**config.mk**
```make
export PLATFORM = sky130hd
export DESIGN_NAME = bitmap_flip_nearest_set_search
export DESIGN_NICKNAME = d
export VERILOG_FILES = /design/src/design/bfns_pkg.sv /design/src/design/bfns_ram.sv /design/src/design/bfns_front.sv /design/src/design/bfns_back.sv /design/src/design/bitmap_flip_nearest_set_search.sv
export SDC_FILE = /design/constraint.sdc
export NUM_CORES = 2
export LEC_CHECK = 0
export BUFFER_PORTS_ARGS = -buffer_cell sky130_fd_sc_hd__buf_2
export CAP_MARGIN = 20
export CORE_UTILIZATION = 52
export CTS_BUF_LIST = sky130_fd_sc_hd__clkbuf_8
export DETAILED_ROUTE_END_ITERATION = 6
export GPL_ROUTABILITY_DRIVEN = 0
export GPL_TIMING_DRIVEN = 0
export PLACE_DENSITY = 0.67
export SETUP_SLACK_MARGIN = 0.02
export SLEW_MARGIN = 0
export SYNTH_ARGS = -nofsm -noshare
export SYNTH_HDL_FRONTEND = slang
export SYNTH_SLANG_ARGS = --single-unit
export TNS_END_PERCENT = 50
```
**constraint.sdc**
```tcl
create_clock -name i_clk -period 11.14 [get_ports i_clk]
set_input_delay 1.114 -clock i_clk [delete_from_list [all_inputs] [get_ports i_clk]]
set_output_delay 1.114 -clock i_clk [all_outputs]
set_load 0.05 [all_outputs]
```
**src/design/bfns_pkg.sv**
```systemverilog
// ----------------------------------------------------------------------------
// bfns_pkg
// Shared types and constants of the nearest set bit search block.
// ----------------------------------------------------------------------------
package bfns_pkg;

    // field widths
    localparam int IDX_W        = 10;
    localparam int WORD_W       = 64;
    localparam int BIT_W        = 6;
    localparam int WSEL_W       = IDX_W - BIT_W;
    localparam int MAX_POS      = 1 << IDX_W;
    localparam int DEF_NUM_BITS = 1024;
    localparam int Q_DEPTH      = 4;

    // operation codes
    localparam logic OP_FLIP  = 1'b0;
    localparam logic OP_QUERY = 1'b1;

    typedef struct packed {
        logic             op;
        logic [IDX_W-1:0] index;
    } t_in_item;

    typedef struct packed {
        logic             found;
        logic [IDX_W-1:0] nearest_position;
    } t_out_item;

endpackage

```
**src/design/bfns_ram.sv**
```systemverilog
// ----------------------------------------------------------------------------
// bfns_ram
// Generic single write port, single read port RAM with registered read.
// ----------------------------------------------------------------------------
module bfns_ram #(
    parameter int WIDTH = 64,
    parameter int DEPTH = 16,
    localparam int AW   = (DEPTH > 1) ? $clog2(DEPTH) : 1
) (
    input  logic             i_clk,
    input  logic             i_we,
    input  logic [AW-1:0]    i_waddr,
    input  logic [WIDTH-1:0] i_wdata,
    input  logic [AW-1:0]    i_raddr,
    output logic [WIDTH-1:0] o_rdata
);

    logic [WIDTH-1:0] r_mem [DEPTH];
    logic [WIDTH-1:0] r_rdata;

    // write port and registered read
    always_ff @(posedge i_clk) begin
        if (i_we) begin
            r_mem[i_waddr] <= i_wdata;
        end
        r_rdata <= r_mem[i_raddr];
    end

    assign o_rdata = r_rdata;

endmodule

```
**src/design/bfns_front.sv**
```systemverilog
// ----------------------------------------------------------------------------
// bfns_front
// Accepts input items, drops flips outside the bitmap and queues the rest.
// ----------------------------------------------------------------------------
module bfns_front
    import bfns_pkg::*;
#(
    parameter int NUM_BITS = DEF_NUM_BITS
) (
    input  logic     i_clk,
    input  logic     i_rst_n,
    input  logic     i_in_valid,
    output logic     o_in_stall,
    input  t_in_item i_in_data,
    output logic     o_cmd_valid,
    input  logic     i_cmd_pop,
    output t_in_item o_cmd
);

    localparam int PW = $clog2(Q_DEPTH);
    localparam int CW = $clog2(Q_DEPTH + 1);

    t_in_item        r_q [Q_DEPTH];
    logic [PW-1:0]   r_wptr, r_rptr;
    logic [CW-1:0]   r_cnt;
    logic            in_xfer, keep, push, pop;

    // classify: a flip beyond the bitmap has no effect
    assign in_xfer = i_in_valid && !o_in_stall;
    assign keep    = (i_in_data.op == OP_QUERY) || (32'(i_in_data.index) < NUM_BITS);
    assign push    = in_xfer && keep;
    assign pop     = i_cmd_pop && (r_cnt != '0);

    assign o_in_stall  = (r_cnt == CW'(Q_DEPTH));
    assign o_cmd_valid = (r_cnt != '0);
    assign o_cmd       = r_q[r_rptr];

    // queue pointers and fill count
    always_ff @(posedge i_clk) begin
        if (!i_rst_n) begin
            r_wptr <= '0;
            r_rptr <= '0;
            r_cnt  <= '0;
        end else begin
            if (push) r_wptr <= r_wptr + 1'b1;
            if (pop)  r_rptr <= r_rptr + 1'b1;
            case ({push, pop})
                2'b10:   r_cnt <= r_cnt + 1'b1;
                2'b01:   r_cnt <= r_cnt - 1'b1;
                default: r_cnt <= r_cnt;
            endcase
        end
    end

    // queue storage
    always_ff @(posedge i_clk) begin
        if (push) begin
            r_q[r_wptr] <= i_in_data;
        end
    end

endmodule

```
**src/design/bfns_back.sv**
```systemverilog
// ----------------------------------------------------------------------------
// bfns_back
// Carries out flips and nearest queries on the word-organized bitmap.
// ----------------------------------------------------------------------------
module bfns_back
    import bfns_pkg::*;
#(
    parameter int NUM_BITS = DEF_NUM_BITS
) (
    input  logic      i_clk,
    input  logic      i_rst_n,
    input  logic      i_cmd_valid,
    output logic      o_cmd_pop,
    input  t_in_item  i_cmd,
    output logic      o_out_valid,
    input  logic      i_out_stall,
    output t_out_item o_out_data
);

    localparam int EFF_BITS = (NUM_BITS < MAX_POS) ? NUM_BITS : MAX_POS;
    localparam int NWORDS   = (EFF_BITS + WORD_W - 1) / WORD_W;
    localparam int AW       = (NWORDS > 1) ? $clog2(NWORDS) : 1;

    localparam logic [2:0] S_IDLE    = 3'd0;
    localparam logic [2:0] S_FLIP_WR = 3'd1;
    localparam logic [2:0] S_Q_RD    = 3'd2;
    localparam logic [2:0] S_Q_LAST  = 3'd3;
    localparam logic [2:0] S_Q_DONE  = 3'd4;

    logic [2:0]        r_state, n_state;
    logic [IDX_W-1:0]  r_idx;
    logic [AW-1:0]     r_scan, n_scan;
    logic [AW-1:0]     r_proc;
    logic [NWORDS-1:0] r_wvalid;
    logic              r_word_ok;
    logic              r_lo_any, r_hi_any;
    logic [IDX_W-1:0]  r_lo_pos, r_hi_pos;
    logic              r_out_vld;
    t_out_item         r_out;

    logic [AW-1:0]     rd_addr;
    logic              rd_en;
    logic              we;
    logic [WORD_W-1:0] rdata, word, wdata;
    logic              proc_en;
    logic              out_free;

    // per-word search signals
    logic [WSEL_W-1:0] cw, iw;
    logic [BIT_W-1:0]  ib;
    logic [WORD_W-1:0] mask_le, mask_ge, bits_le, bits_ge;
    logic [BIT_W-1:0]  hi_bit, lo_bit;
    logic [IDX_W-1:0]  dist_lo, dist_hi;
    t_out_item         res;

    function automatic logic [BIT_W-1:0] top_bit(input logic [WORD_W-1:0] v);
        logic [BIT_W-1:0] r;
        r = '0;
        for (int i = 0; i < WORD_W; i++) begin
            if (v[i]) r = BIT_W'(i);
        end
        return r;
    endfunction

    function automatic logic [BIT_W-1:0] bottom_bit(input logic [WORD_W-1:0] v);
        logic [BIT_W-1:0] r;
        r = '0;
        for (int i = WORD_W - 1; i >= 0; i--) begin
            if (v[i]) r = BIT_W'(i);
        end
        return r;
    endfunction

    // bitmap words
    bfns_ram #(
        .WIDTH (WORD_W),
        .DEPTH (NWORDS)
    ) u_ram (
        .i_clk   (i_clk),
        .i_we    (we),
        .i_waddr (r_proc),
        .i_wdata (wdata),
        .i_raddr (rd_addr),
        .o_rdata (rdata)
    );

    // a word never written reads as cleared
    assign word     = r_word_ok ? rdata : '0;
    assign out_free = !r_out_vld || !i_out_stall;

    // flip data
    assign wdata = word ^ (WORD_W'(1) << r_idx[BIT_W-1:0]);
    assign we    = (r_state == S_FLIP_WR);

    // scan word classification against the query index
    assign cw      = WSEL_W'(r_proc);
    assign iw      = r_idx[IDX_W-1:BIT_W];
    assign ib      = r_idx[BIT_W-1:0];
    assign mask_le = (cw < iw) ? '1 : (cw == iw) ? ({WORD_W{1'b1}} >> (~ib)) : '0;
    assign mask_ge = (cw > iw) ? '1 : (cw == iw) ? ({WORD_W{1'b1}} << ib) : '0;
    assign bits_le = word & mask_le;
    assign bits_ge = word & mask_ge;
    assign hi_bit  = top_bit(bits_le);
    assign lo_bit  = bottom_bit(bits_ge);
    assign proc_en = (r_state == S_Q_RD) || (r_state == S_Q_LAST);

    // final pick, lower position on equal distance
    assign dist_lo = r_idx - r_lo_pos;
    assign dist_hi = r_hi_pos - r_idx;
    always_comb begin
        res.found            = r_lo_any || r_hi_any;
        res.nearest_position = '0;
        if (r_lo_any && r_hi_any) begin
            res.nearest_position = (dist_lo <= dist_hi) ? r_lo_pos : r_hi_pos;
        end else if (r_lo_any) begin
            res.nearest_position = r_lo_pos;
        end else if (r_hi_any) begin
            res.nearest_position = r_hi_pos;
        end
    end

    // sequencer
    always_comb begin
        n_state   = r_state;
        n_scan    = r_scan;
        rd_addr   = r_scan;
        rd_en     = 1'b0;
        o_cmd_pop = 1'b0;
        case (r_state)
            S_IDLE: begin
                if (i_cmd_valid) begin
                    o_cmd_pop = 1'b1;
                    rd_en     = 1'b1;
                    if (i_cmd.op == OP_FLIP) begin
                        rd_addr = AW'(i_cmd.index[IDX_W-1:BIT_W]);
                        n_state = S_FLIP_WR;
                    end else begin
                        rd_addr = '0;
                        n_scan  = AW'(1);
                        n_state = (NWORDS == 1) ? S_Q_LAST : S_Q_RD;
                    end
                end
            end
            S_FLIP_WR: begin
                n_state = S_IDLE;
            end
            S_Q_RD: begin
                rd_en = 1'b1;
                if (r_scan == AW'(NWORDS - 1)) begin
                    n_state = S_Q_LAST;
                end else begin
                    n_scan = r_scan + 1'b1;
                end
            end
            S_Q_LAST: begin
                n_state = S_Q_DONE;
            end
            S_Q_DONE: begin
                if (out_free) n_state = S_IDLE;
            end
            default: begin
                n_state = S_IDLE;
            end
        endcase
    end

    // control state
    always_ff @(posedge i_clk) begin
        if (!i_rst_n) begin
            r_state   <= S_IDLE;
            r_wvalid  <= '0;
            r_out_vld <= 1'b0;
        end else begin
            r_state <= n_state;
            if (we) r_wvalid[r_proc] <= 1'b1;
            if (r_state == S_Q_DONE && out_free) begin
                r_out_vld <= 1'b1;
            end else if (!i_out_stall) begin
                r_out_vld <= 1'b0;
            end
        end
    end

    // item and search registers
    always_ff @(posedge i_clk) begin
        r_scan <= n_scan;
        if (rd_en) begin
            r_proc    <= rd_addr;
            r_word_ok <= r_wvalid[rd_addr];
        end
        if (r_state == S_IDLE && i_cmd_valid) begin
            r_idx    <= i_cmd.index;
            r_lo_any <= 1'b0;
            r_hi_any <= 1'b0;
        end else if (proc_en) begin
            if (bits_le != '0) begin
                r_lo_any <= 1'b1;
                r_lo_pos <= {cw, hi_bit};
            end
            if (bits_ge != '0 && !r_hi_any) begin
                r_hi_any <= 1'b1;
                r_hi_pos <= {cw, lo_bit};
            end
        end
        if (r_state == S_Q_DONE && out_free) begin
            r_out <= res;
        end
    end

    assign o_out_valid = r_out_vld;
    assign o_out_data  = r_out;

endmodule

```
**src/design/bitmap_flip_nearest_set_search.sv**
```systemverilog
// ----------------------------------------------------------------------------
// bitmap_flip_nearest_set_search
// Flippable bitmap with a nearest set bit query.
// ----------------------------------------------------------------------------
// Items enter a four-entry queue and are carried out one at a time on a
// bitmap held as 64-bit words in a RAM, min(NUM_BITS, 1024)/64 words deep
// (rounded up). A flip reads its word, then writes it back. A query reads
// every word once through the single read port; its result goes to the
// output register and waits there while the output is stalled, which holds
// off the next item. Flips give no result. Per-word valid bits clear the
// bitmap at reset at once, so no clearing pass is needed.
module bitmap_flip_nearest_set_search
    import bfns_pkg::*;
#(
    parameter int NUM_BITS = DEF_NUM_BITS
) (
    input  logic      i_clk,
    input  logic      i_rst_n,
    input  logic      i_in_valid,
    output logic      o_in_stall,
    input  t_in_item  i_in_data,
    output logic      o_out_valid,
    input  logic      i_out_stall,
    output t_out_item o_out_data
);

    logic     cmd_valid;
    logic     cmd_pop;
    t_in_item cmd;

    // accept and queue
    bfns_front #(
        .NUM_BITS (NUM_BITS)
    ) u_front (
        .i_clk       (i_clk),
        .i_rst_n     (i_rst_n),
        .i_in_valid  (i_in_valid),
        .o_in_stall  (o_in_stall),
        .i_in_data   (i_in_data),
        .o_cmd_valid (cmd_valid),
        .i_cmd_pop   (cmd_pop),
        .o_cmd       (cmd)
    );

    // flip and search
    bfns_back #(
        .NUM_BITS (NUM_BITS)
    ) u_back (
        .i_clk       (i_clk),
        .i_rst_n     (i_rst_n),
        .i_cmd_valid (cmd_valid),
        .o_cmd_pop   (cmd_pop),
        .i_cmd       (cmd),
        .o_out_valid (o_out_valid),
        .i_out_stall (i_out_stall),
        .o_out_data  (o_out_data)
    );

endmodule
```
==> flow_metrics.py <==
metrics = {
    "clock_tree": {
        "clk_pin_slew_worst_paths_ns": 0.06,
        "cts_root_buf": "clkbuf_8",
        "cts_resized": 0,
        "cts_sinks": 1213,
        "cts_tree": "yes",
        "cts_hold_buf": 0,
        "cts_made_buffers": 190,
        "postCtsSetupBuffers": 0,
        "clkLatencyLatePin_ns": 0.90,
        "h-tree-depth": 4,
        "clockBufferDepth": 3,
    },
    "placement": {
        "hpwl_um": 110600,
        "portBuffers": 26,
    },
    "synthesis": {
        "syn-instance-count": 4471,
        "async_reset_ff_frac": 0,
        "avgSynthCellArea_um2": 11.74,
        "syn-num-nets": 4527,
        "yosysWarnings": 0,
        "yosysTopAreaCell": "edfxtp_1",
        "ys.flop_type": "edfxtp_1",
        "synth_top_family_by_area": "simple AND/OR/NAND/NOR gates",
        "ys_ff_latch": 1213,
        "muxShareOfSynthArea": 0.005960,
        "synth_compound_area_frac": 0.08458,
        "yosysMostFrequentCell": "nand2_1",
        "synth_cell_type_count": 88,
        "synth_fa_ha_area_frac": 0.01020,
        "synth_edf_count": 1118,
        "synth_common_cells": "1240 x nand2_1, 1118 x edfxtp_1, 566 x nand3_1",
        "synthSimpleGateAreaFrac": 0.1776,
        "ys_seq_area_frac": 0.6759,
        "synth.area.top_cells": "edfxtp_1 64%, nand2_1 8.9%, nand3_1 5.4%, dfxtp_1 3.6%, a311oi_1 2.2%",
        "synth-xor-area-share": 0.01435,
        "syn_area_um2": 52480,
        "synth_top_area_frac": 0.6397,
    },
    "global_route": {
        "grt_overflow_total": 0,
        "grt_max_degree": 32,
        "grt_use_total": 0.3124,
        "grt_pass1_wl_um": 235400,
        "grt_pass1_vias": 36855,
        "antenna_found_initial": 10,
    },
    "worst_setup_path": {
        "setup.worst_path.end_class": "register",
        "critPathLaunchType": "register",
        "cpMostUsedCell": "o21ai_0",
        "worstPathRequired_ns": 11.77,
        "worst-setup-path-type": "register to register",
        "slowest_delay_ns": 0.76,
        "path_buf_inv": 3,
        "r2r_slack_ns": 5.32,
        "path_cells": "clkbuf_1 > buf_1 > inv_1 > ha_1 > nor2b_1 > o21ai_0 > a21boi_0 > o21ai_0 > nand2b_1 > a21oi_1 > o21bai_1 > or4_1 > and3_1 > ha_1 > nand4_1 > nor2_1 > o21ai_0 > nand2_1 > o31ai_1 > a21oi_1 > a22o_1",
        "arrival_ns": 6.46,
        "crit_slowest_cell": "edfxtp_1",
        "cp_max_fo": 10,
        "cp_top_family": "compound AO/OA/AOI/OAI gates",
    },
    "floorplanning": {
        "dieArea_um2": 102200,
        "die_h_um": 319.7,
        "initial_utilization": 0.5248,
        "rows": 116,
        "die_x_um": 319.7,
        "num_io_pins": 28,
        "coreArea_um2": 100000,
    },
    "sta": {
        "post-route-period-util": 0.5228,
        "setup_violations": 0,
        "rsz0062_at_grt": "false",
        "skew_ns": 0.05439,
        "min_period_ns": 5.824,
        "slew_viol_final": 0,
        "finalHoldViolCount": 0,
        "max_freq_ghz": 0.1717,
        "relSlewSlack": 0.1506,
        "tns_ns": 0,
        "worstMarginPinSlew_ns": 1.258,
    },
    "finish": {
        "area_delta_synth_final_pct": 13.03,
        "final.fill_count": 7942,
        "drive_above_1_share": 0.1231,
        "regArea_um2": 35470,
        "fin_nets": 4854,
        "multiInputGateArea_um2": 15540,
    },
    "detailed_routing": {
        "wl_per_cell_um": 25.71,
        "antenna_left": 0,
        "drt_first_pass_iters": 7,
        "drt_iter0_drc": 6158,
        "vias": 39277,
        "wl_um": 161100,
        "drc": 88,
        "routed_via_density": 6.269,
    },
    "run_status": {
        "violations": "design-rule violations",
        "status": "finished, violations left",
    },
    "hold_path": {
        "hold_class": "primary input to register",
    },
    "job": {
        "maxCapViolCount": 0,
    },
}
## stage by stage
stage,hold slack (ns),area [µm²],util,instances,setup WS (ns)
after floorplan,0.4406,52480,-,4471,5.177
after global placement,0.4462,54240,0.5424,5795,0.8939
after detailed placement,0.4526,55480,0.5548,5880,5.514
after CTS,0.3777,59100,0.5910,6230,5.456
after global routing,0.4212,59300,0.5930,6256,4.996
final,0.4424,59320,0.5932,6265,5.316
## layout by cell type (no fill, tap or decap), types with 10 or more instances in the layout
master / synthesis / final
ha_1: 38 / 38
and3_1: 77 / 77
xor2_1: 35 / 35
o21a_1: 27 / 27
edfxtp_1: 1118 / 1118
buf_6: 9 / 34
inv_1: 53 / 153
o211ai_1: 17 / 17
clkinv_1: 0 / 16
nand4_1: 11 / 11
a22o_1: 13 / 13
buf_12: 0 / 23
nand2_1: 1240 / 1240
mux4_2: 11 / 11
nor2b_1: 18 / 18
a211oi_1: 14 / 14
clkbuf_1: 99 / 99
o21ai_0: 78 / 78
dfxtp_1: 95 / 95
nor2_1: 115 / 103
a31oi_1: 89 / 89
o21bai_1: 16 / 16
buf_2: 149 / 175
buf_1: 12 / 12
nor3_1: 35 / 31
and2_1: 19 / 19
a21boi_0: 10 / 10
xnor2_1: 51 / 42
nand2b_1: 19 / 19
nor2_4: 0 / 12
a311oi_1: 133 / 133
diode_2: 0 / 11
o22ai_1: 13 / 13
a21oi_1: 95 / 95
buf_4: 22 / 78
clkbuf_8: 0 / 214
nand3_1: 566 / 566
a21o_1: 19 / 19
## worst register-to-register path: cells and delay by family (launching register included)
family	cells	cell delay, ns
compound gates	9	1.87
simple gates	7	1.17
flops	1	0.76
buf+inv	3	1.15
fa+ha+maj	2	0.64
## cells by family (layout without fill, tap and decap cells)
family | count (synthesis) | after routing
AND/OR/NAND/NOR | 2141 | 2141
flip-flops | 1213 | 1213
AO/OA/AOI/OAI | 627 | 627
buffers and inverters | 348 | 833
XOR/XNOR | 86 | 86
adder cells (fa/ha/maj) | 41 | 41
multiplexers | 15 | 15
other | 0 | 11
## path summary, 6_finish.rpt
kind	start	to	cells past startpoint
setup / recovery	u_back.r_idx[1]$_DFFE_PP_	u_back.o_out_data[0]$_DFFE_PP_	21
hold / removal	i_in_data[5]	u_front.r_q[2][5]$_DFFE_PP_	1
setup reg to reg	u_back.r_idx[1]$_DFFE_PP_	u_back.o_out_data[0]$_DFFE_PP_	21
hold reg to reg	u_back.r_wvalid[14]$_SDFFE_PN0P_	u_back.r_wvalid[14]$_SDFFE_PN0P_	1
## state kept, by name, summed over array words and instances, names as in the netlist, 3 cells and up, named ones only
register,flops
u_back.o_out_data,11
u_back.u_ram.r_mem,1024
u_back.r_hi_pos,10
u_back.cw,4
u_back.r_idx,10
u_back.r_scan,4
u_back.r_wvalid,16
u_back.u_ram.o_rdata,64
u_back.r_lo_pos,10
u_back.r_state,3
u_front.r_cnt,3
u_front.r_q,44
## layout make-up
type	count	share of cell area
tap	1298	0.02738
timing repair buffer	135	0.02347
inverter	57	0.003712
sequential	1213	0.5980
clock inverter	136	0.01135
clock buffer	214	0.04965
buffer	291	0.02409
antenna	11	0.0004640
multi-input combinational	2910	0.2619
## metal layers
metal  global-route usage  vias up  share of wire
met5                    0        -       0.000081
met1               0.4213    18994           0.39
li1                     -    17126              -
met2               0.4774     2589           0.45
met4               0.1372        2          0.046
met3              0.08232      566           0.11
Power is left out: the tool's default activity adds up to more than one toggle a clock period on the data nets, which glitch-free logic cannot reach.
